--- src/rtl/core/qre_pkg.sv ---
`default_nettype none

package qre_pkg;

  localparam int CMD_W       = 2;
  localparam int CFG_ADDR_W  = 1;
  localparam int CFG_DATA_W  = 16;
  localparam int CPR_W       = 16;
  localparam int ALPHA_W     = 9;
  localparam int TIME_W      = 32;
  localparam int SPEED_W     = 16;
  localparam int RAW_W       = 32;
  localparam int QUO_W       = 31;
  localparam int US_W        = 26;
  localparam int ALPHA_SHIFT = 8;

  localparam logic [CMD_W-1:0] CMD_EDGE   = 2'd0;
  localparam logic [CMD_W-1:0] CMD_TICK   = 2'd1;
  localparam logic [CMD_W-1:0] CMD_SAMPLE = 2'd2;

  localparam logic [CFG_ADDR_W-1:0] CFG_COUNTS_PER_REV = 1'b0;
  localparam logic [CFG_ADDR_W-1:0] CFG_ALPHA_Q8       = 1'b1;

  localparam logic [CPR_W-1:0]   CPR_RESET   = 16'd480;
  localparam logic [ALPHA_W-1:0] ALPHA_RESET = 9'd26;
  localparam logic [ALPHA_W-1:0] ALPHA_ONE   = 9'd256;
  localparam logic [US_W-1:0]    US_PER_MIN  = 26'd60000000;

  localparam logic signed [RAW_W-1:0] SPEED_MAX = 32'sd32767;
  localparam logic signed [RAW_W-1:0] SPEED_MIN = -32'sd32768;

  typedef enum logic [3:0] {
    ST_IDLE,
    ST_DEN,
    ST_NUM,
    ST_CHK,
    ST_DIV,
    ST_SIGN,
    ST_MIX1,
    ST_MIX2,
    ST_MIX3,
    ST_OUT
  } state_e;

endpackage

`default_nettype wire

--- src/rtl/core/quadrature_rpm_estimator_core.sv ---
// Encoder speed estimator. Each input item is an encoder edge (cmd 0), a
// microsecond tick (cmd 1) or a sample request (cmd 2); code 3 is ignored.
// Edges and ticks give no result. A sample request gives one result item,
// the exponentially averaged speed in whole rpm. Three set-up states (DEN,
// NUM, CHK) form the divisor and the numerator, the restoring divider
// then produces one of the 31 quotient bits per cycle, and four more
// states (SIGN, MIX1 to MIX3) apply the sign and run the average update.
// A quotient that saturates skips the divider, and zero elapsed time or
// zero counts per revolution skips the arithmetic. A result waits in the
// output state while the output register still holds a stalled one.
// The block takes no input item while a sample is in work, but it
// accepts items while a finished result still waits in the output register.

`default_nettype none

module quadrature_rpm_estimator_core #(
  parameter int FRACTION_BITS = 8,
  parameter int COUNT_BITS    = 32
) (
  input  wire logic                                    clk_i,
  input  wire logic                                    rst_ni,
  input  wire logic                                    cfg_we_i,
  input  wire logic [qre_pkg::CFG_ADDR_W-1:0]          cfg_addr_i,
  input  wire logic [qre_pkg::CFG_DATA_W-1:0]          cfg_wdata_i,
  input  wire logic                                    in_valid_i,
  output logic                                         in_stall_o,
  input  wire logic [qre_pkg::CMD_W-1:0]               cmd_i,
  input  wire logic                                    encoder_dir_i,
  output logic                                         out_valid_o,
  input  wire logic                                    out_stall_i,
  output logic signed [qre_pkg::SPEED_W-1:0]           speed_rpm_o
);

  import qre_pkg::*;

  localparam int DEN_W = CPR_W + TIME_W;
  localparam int NUM_W = COUNT_BITS + US_W;
  localparam int N_W   = NUM_W + FRACTION_BITS;
  localparam int HI_W  = N_W - QUO_W;
  localparam int CMP_W = (HI_W > DEN_W) ? HI_W : DEN_W;
  localparam int CNT_W = $clog2(QUO_W + 1);
  localparam int PRD_W = RAW_W + ALPHA_W + 1;

  state_e state_q, state_d;

  logic [CPR_W-1:0]          cpr_q;
  logic [ALPHA_W-1:0]        alpha_q;
  logic [COUNT_BITS-1:0]     position_q;
  logic [COUNT_BITS-1:0]     sampled_q;
  logic [TIME_W-1:0]         elapsed_q;
  logic signed [RAW_W-1:0]   filt_q, filt_d;
  logic                      out_valid_q;
  logic signed [SPEED_W-1:0] speed_q, speed_d;

  logic [COUNT_BITS-1:0]     delta_q;
  logic [TIME_W-1:0]         el_q;
  logic [DEN_W-1:0]          den_q;
  logic                      neg_q;
  logic [COUNT_BITS-1:0]     mag_q;
  logic [NUM_W-1:0]          num_q;
  logic [DEN_W-1:0]          rem_q;
  logic [QUO_W-1:0]          low_q;
  logic [QUO_W-1:0]          quo_q;
  logic [CNT_W-1:0]          cnt_q;
  logic signed [RAW_W-1:0]   raw_q;
  logic signed [PRD_W-1:0]   prod_q;
  logic signed [PRD_W-1:0]   sum_q;

  logic                      in_accept;
  logic                      out_load;
  logic [N_W-1:0]            n_full;
  logic [CMP_W-1:0]          hi_ext;
  logic [CMP_W-1:0]          den_ext;
  logic                      quo_sat;
  logic [DEN_W:0]            trial;
  logic                      trial_ge;
  logic [ALPHA_W-1:0]        w_new;
  logic [ALPHA_W-1:0]        w_old;
  logic signed [PRD_W-1:0]   sum_adj;
  logic signed [RAW_W-1:0]   filt_adj;
  logic signed [RAW_W-1:0]   whole;

  assign in_accept = in_valid_i && !in_stall_o;

  assign n_full   = {num_q, {FRACTION_BITS{1'b0}}};
  assign hi_ext   = CMP_W'(n_full[N_W-1:QUO_W]);
  assign den_ext  = CMP_W'(den_q);
  assign quo_sat  = hi_ext >= den_ext;
  assign trial    = {rem_q, low_q[QUO_W-1]};
  assign trial_ge = trial >= {1'b0, den_q};

  assign w_new = (alpha_q > ALPHA_ONE) ? ALPHA_ONE : alpha_q;
  assign w_old = ALPHA_ONE - w_new;

  assign sum_adj  = sum_q + (sum_q[PRD_W-1] ? PRD_W'(ALPHA_ONE - 1'b1) : '0);
  assign filt_adj = filt_q + (filt_q[RAW_W-1] ? RAW_W'((2 ** FRACTION_BITS) - 1) : '0);
  assign whole    = filt_adj >>> FRACTION_BITS;

  always_comb begin
    if (whole > SPEED_MAX) begin
      speed_d = SPEED_MAX[SPEED_W-1:0];
    end else if (whole < SPEED_MIN) begin
      speed_d = SPEED_MIN[SPEED_W-1:0];
    end else begin
      speed_d = whole[SPEED_W-1:0];
    end
  end

  always_comb begin
    state_d = state_q;
    case (state_q)
      ST_IDLE: begin
        if (in_accept && cmd_i == CMD_SAMPLE) begin
          state_d = ST_DEN;
        end
      end
      ST_DEN:  state_d = ST_NUM;
      ST_NUM:  state_d = ST_CHK;
      ST_CHK: begin
        if (den_q == '0) begin
          state_d = ST_OUT;
        end else if (quo_sat) begin
          state_d = ST_SIGN;
        end else begin
          state_d = ST_DIV;
        end
      end
      ST_DIV: begin
        if (cnt_q == CNT_W'(1)) begin
          state_d = ST_SIGN;
        end
      end
      ST_SIGN: state_d = ST_MIX1;
      ST_MIX1: state_d = ST_MIX2;
      ST_MIX2: state_d = ST_MIX3;
      ST_MIX3: state_d = ST_OUT;
      ST_OUT: begin
        if (out_load) begin
          state_d = ST_IDLE;
        end
      end
      default: state_d = ST_IDLE;
    endcase
  end

  always_comb begin
    in_stall_o = state_q != ST_IDLE;
    out_load   = (state_q == ST_OUT) && (!out_valid_q || !out_stall_i);
  end

  assign filt_d = RAW_W'(sum_adj >>> ALPHA_SHIFT);

  always_ff @(posedge clk_i or negedge rst_ni) begin
    if (!rst_ni) begin
      state_q     <= ST_IDLE;
      cpr_q       <= CPR_RESET;
      alpha_q     <= ALPHA_RESET;
      position_q  <= '0;
      sampled_q   <= '0;
      elapsed_q   <= '0;
      filt_q      <= '0;
      out_valid_q <= 1'b0;
    end else begin
      state_q <= state_d;
      if (cfg_we_i) begin
        case (cfg_addr_i)
          CFG_COUNTS_PER_REV: cpr_q   <= cfg_wdata_i[CPR_W-1:0];
          CFG_ALPHA_Q8:       alpha_q <= cfg_wdata_i[ALPHA_W-1:0];
          default: ;
        endcase
      end
      if (in_accept) begin
        case (cmd_i)
          CMD_EDGE: begin
            if (encoder_dir_i) begin
              position_q <= position_q + 1'b1;
            end else begin
              position_q <= position_q - 1'b1;
            end
          end
          CMD_TICK: begin
            if (elapsed_q != '1) begin
              elapsed_q <= elapsed_q + 1'b1;
            end
          end
          CMD_SAMPLE: begin
            sampled_q <= position_q;
            elapsed_q <= '0;
          end
          default: ;
        endcase
      end
      if (state_q == ST_MIX3) begin
        filt_q <= filt_d;
      end
      if (out_load) begin
        out_valid_q <= 1'b1;
      end else if (!out_stall_i) begin
        out_valid_q <= 1'b0;
      end
    end
  end

  always_ff @(posedge clk_i) begin
    if (out_load) begin
      speed_q <= speed_d;
    end
    case (state_q)
      ST_IDLE: begin
        delta_q <= position_q - sampled_q;
        el_q    <= elapsed_q;
      end
      ST_DEN: begin
        den_q <= DEN_W'(cpr_q) * DEN_W'(el_q);
        neg_q <= delta_q[COUNT_BITS-1];
        mag_q <= delta_q[COUNT_BITS-1] ? (~delta_q + 1'b1) : delta_q;
      end
      ST_NUM: begin
        num_q <= NUM_W'(mag_q) * NUM_W'(US_PER_MIN);
      end
      ST_CHK: begin
        rem_q <= DEN_W'(hi_ext);
        low_q <= n_full[QUO_W-1:0];
        quo_q <= '1;
        cnt_q <= CNT_W'(QUO_W);
      end
      ST_DIV: begin
        rem_q <= trial_ge ? DEN_W'(trial - {1'b0, den_q}) : trial[DEN_W-1:0];
        low_q <= {low_q[QUO_W-2:0], 1'b0};
        quo_q <= {quo_q[QUO_W-2:0], trial_ge};
        cnt_q <= cnt_q - 1'b1;
      end
      ST_SIGN: begin
        raw_q <= neg_q ? -$signed({1'b0, quo_q}) : $signed({1'b0, quo_q});
      end
      ST_MIX1: begin
        prod_q <= raw_q * $signed({1'b0, w_new});
      end
      ST_MIX2: begin
        sum_q <= prod_q + filt_q * $signed({1'b0, w_old});
      end
      default: ;
    endcase
  end

  assign out_valid_o = out_valid_q;
  assign speed_rpm_o = speed_q;

endmodule

`default_nettype wire

--- config.mk ---
export PLATFORM = sky130hd
export DESIGN_NAME = quadrature_rpm_estimator_core
export DESIGN_NICKNAME = d
export VERILOG_FILES = /design/src/rtl/core/qre_pkg.sv /design/src/rtl/core/quadrature_rpm_estimator_core.sv
export SDC_FILE = /design/constraint.sdc
export NUM_CORES = 2
export LEC_CHECK = 0
export ABC_CLOCK_PERIOD_IN_PS = 17000
export BUFFER_PORTS_ARGS = -buffer_cell sky130_fd_sc_hd__buf_2
export CELL_PAD_IN_SITES_DETAIL_PLACEMENT = 0
export CELL_PAD_IN_SITES_GLOBAL_PLACEMENT = 1
export CORE_UTILIZATION = 40
export DETAILED_ROUTE_END_ITERATION = 10
export PLACE_DENSITY_LB_ADDON = 0.1
export SYNTH_ARGS = -nofsm -noshare
export SYNTH_HDL_FRONTEND = slang
export SYNTH_SLANG_ARGS = --single-unit
export TNS_END_PERCENT = 50
--- constraint.sdc ---
create_clock -name clk_i -period 17 [get_ports clk_i]
set_input_delay 5.1 -clock clk_i [delete_from_list [all_inputs] [get_ports clk_i]]
set_output_delay 5.1 -clock clk_i [all_outputs]
set_load 0.005 [all_outputs]
==> flow_metrics.tcl <==
set metrics [dict create \
    status "finished with violations" \
    violations "DRC" \
    postCtsHoldBufs 0 \
    end_kind "register" \
    cp.required_ns 17.45 \
    grtUsageTotal_pct 21.6 \
    hold_viol_final 0 \
    die-area_mm2 0.191 \
    place.gp.congestion 0.836 \
    cp_max_fo 42 \
    synth.most_common_cell "inv_1" \
    timing.rr.start "alpha_q[8]" \
    path_class "register to register" \
    endpoint "sum_q[37]" \
    synth_warnings 0 \
    grt_max_degree 80 \
    crit_path_start "alpha_q[8]" \
    cts_buffers 79 \
    row_count 159 \
    ios 43 \
    setup.worst_path.start_class "register" \
    path_buf_inv 6 \
    seq_area_mm2 0.0167 \
    clk_pin_slew_ns 0.06 \
    drv_cap 0 \
    slowest_delay_ns 0.56 \
    syn_inst 7841 \
    clock-sinks 583 \
    htreeDepth 3 \
    rsz0062_at_grt "no" \
    setup_tns_ns 0 \
    fin_crit_sh_pct 51.6 \
    fillCellCount 18507 \
    rr_worst_depth 27 \
    synth_top_cells_by_count "inv_1, nand2_1, fa_1" \
    netlist_top_cells_area "fa_1, edfxtp_1, ha_1" \
    cts_resized 0 \
    die-height_um 437 \
    synth_flop_cell "edfxtp_1" \
    relSlewSlack_pct 25.1 \
    r2r_setup_slack_ns 8.23 \
    detail_route.wirelength_mm 201 \
    syn_to_final_growth_pct 7.24 \
    drcViolationCount 4 \
    worstMarginPinSlew_ns 1.10 \
    async_reset_ff_share_pct 27.1 \
    synth_top_area_cell "fa_1" \
    yosysUniqueCellTypes 97 \
    grt_pass1_vias 56087 \
    cts_tree "done" \
    hold_path.class "register to register" \
    initial_core_util_pct 40.3 \
    numPortBuffers 42 \
    synth_area_per_cell_um2 9.67 \
    clockBufferDepth 3 \
    wl_per_cell_um 19.6 \
    antenna_found_initial 0 \
    first_pass_iters 10 \
    grt_pass1_wl_mm 324 \
    rr_endpoint "sum_q[37]" \
    core_area_mm2 0.188 \
    num_vias 52821 \
    synth_edf_count 425 \
    dpl.hpwl_mm 156 \
    postCtsSetupRepairBufs 0 \
    hold_slack_ns 0.491 \
    drt_iter0_drc 2746 \
    cp.depth 27 \
    finClkSkew_ns 0.0404 \
    slew_viol_final 0 \
    setup_viol 0 \
    ys_ff_latch 583 \
    cp_top_family "adder cells" \
    syn_area_mm2 0.0758 \
    die_x_um 437 \
    cp_slowest_cell "or3b_2" \
    multi_input_area_mm2 0.0529 \
    gr-total-overflow 0 \
    worst_skew_pair.late_latency_ns 0.73 \
    drive_gt1_share_pct 4.39 \
    synth_nets 9685 \
    ant_nets 0 \
    yosys.area.top_type_share_pct 29.7 \
    min_period_ns 8.77 \
    root_buffer "clkbuf_16" \
    cp.arrival_ns 9.23 \
    via_per_inst 5.14 \
    clock.fmax_mhz 114 \
    fin_nets 9561 \
    synth_seq_area_share_pct 22.1 \
    crit_path_frequent_cell "fa_1" \
]
how the worst min path moves through the flow:
stage	start	to	slack (ns)	cells after the start
after CTS	elapsed_q[20]	el_q[20]	0.49	0
final	elapsed_q[20]	el_q[20]	0.49	0
after global routing	elapsed_q[20]	el_q[20]	0.51	0
after detailed placement	elapsed_q[6]	el_q[6]	0.48	0
after global placement	elapsed_q[11]	el_q[11]	0.47	0
after floorplan	delta_q[0]	mag_q[0]	0.45	0
cell type report:
| cell class | instances | share of cell area [%] |
|---|---|---|
| diodes | 1 | 0.00308 |
| clock buffers | 103 | 2.68 |
| clock inverters | 45 | 0.637 |
| inverters | 1364 | 6.30 |
| multi-input cells | 5589 | 65.1 |
| flip-flops and latches | 583 | 20.6 |
| well taps | 2495 | 3.84 |
| repair buffers | 100 | 0.805 |
layout by cell type (no fill, tap or decap), types with 27 or more instances in the layout:
cell type,synthesis,layout
inv_1,1364,1364
nand2_1,1134,1134
fa_1,1123,1123
ha_1,696,696
edfxtp_1,425,425
and2_1,345,345
a21oi_1,298,296
xnor2_1,258,254
o21ai_0,236,236
nor2_1,200,195
a21o_1,159,158
dfrtp_1,151,147
xor2_1,141,139
nand3_1,96,96
clkbuf_16,0,80
nand2b_1,77,77
nor2b_1,84,75
nor3_1,74,71
buf_4,1,58
nand4_1,57,57
and3_1,49,49
o21ai_1,44,44
buf_2,4,41
o21a_1,39,39
mux2i_1,37,37
a211oi_1,32,32
mux2_2,32,32
o21bai_1,31,31
a31oi_1,31,31
o31ai_1,28,27
metrics by stage:
step | util, % | setup slack, ns | instances | area [µm²]
finish | 43.2 | 8.23 | 10280 | 81300
global route | 43.2 | 7.79 | 10279 | 81300
CTS | 43.2 | 8.23 | 10279 | 81300
detailed placement | 41.8 | 8.11 | 10131 | 78600
global placement | 41.8 | 8.15 | 10131 | 78600
floorplan | - | 4.81 | 7841 | 75800
routing by layer:
metal	vias to the layer above	share of wire, %	global-route usage [%]
li1	24927	-	-
met5	-	0	0
met4	0	2.4	5.61
met1	26947	44	28.1
met3	224	2.8	2.12
met2	723	51	38.3
registers in the layout, indices dropped and copies added (netlist names), 41 cells and up:
register	cells
prod_q	42
sum_q	41
rem_q	48
num_q	50
den_ext	48
cell families after synthesis:
| family | synth area share (%) |
|---|---|
| AND/OR/NAND/NOR | 14.0 |
| adder cells (fa/ha/maj) | 41.2 |
| buffers and inverters | 8.32 |
| AO/OA/AOI/OAI | 8.90 |
| flip-flops | 22.1 |
| XOR/XNOR | 4.61 |
| multiplexers | 0.964 |
worst register-to-register path, cell delays in order, from the launching register on:
cell	delay, ns
dfrtp_1	0.33
buf_4	0.49
nor2b_2	0.08
buf_4	0.31
or3_1	0.48
or3b_2	0.56
xor2_4	0.16
buf_4	0.44
nand2_1	0.19
fa_1	0.50
inv_1	0.05
fa_1	0.55
fa_1	0.44
fa_1	0.51
inv_1	0.05
fa_1	0.48
inv_1	0.05
ha_1	0.34
a211o_1	0.28
or3_1	0.30
nor3_1	0.21
o32ai_1	0.14
o31ai_1	0.49
a31oi_1	0.28
a221o_1	0.38
nand2_1	0.13
o21ai_1	0.12
xor2_1	0.16
Power is left out: the tool's default activity adds up to more than one toggle a clock period on the data nets, which glitch-free logic cannot reach.
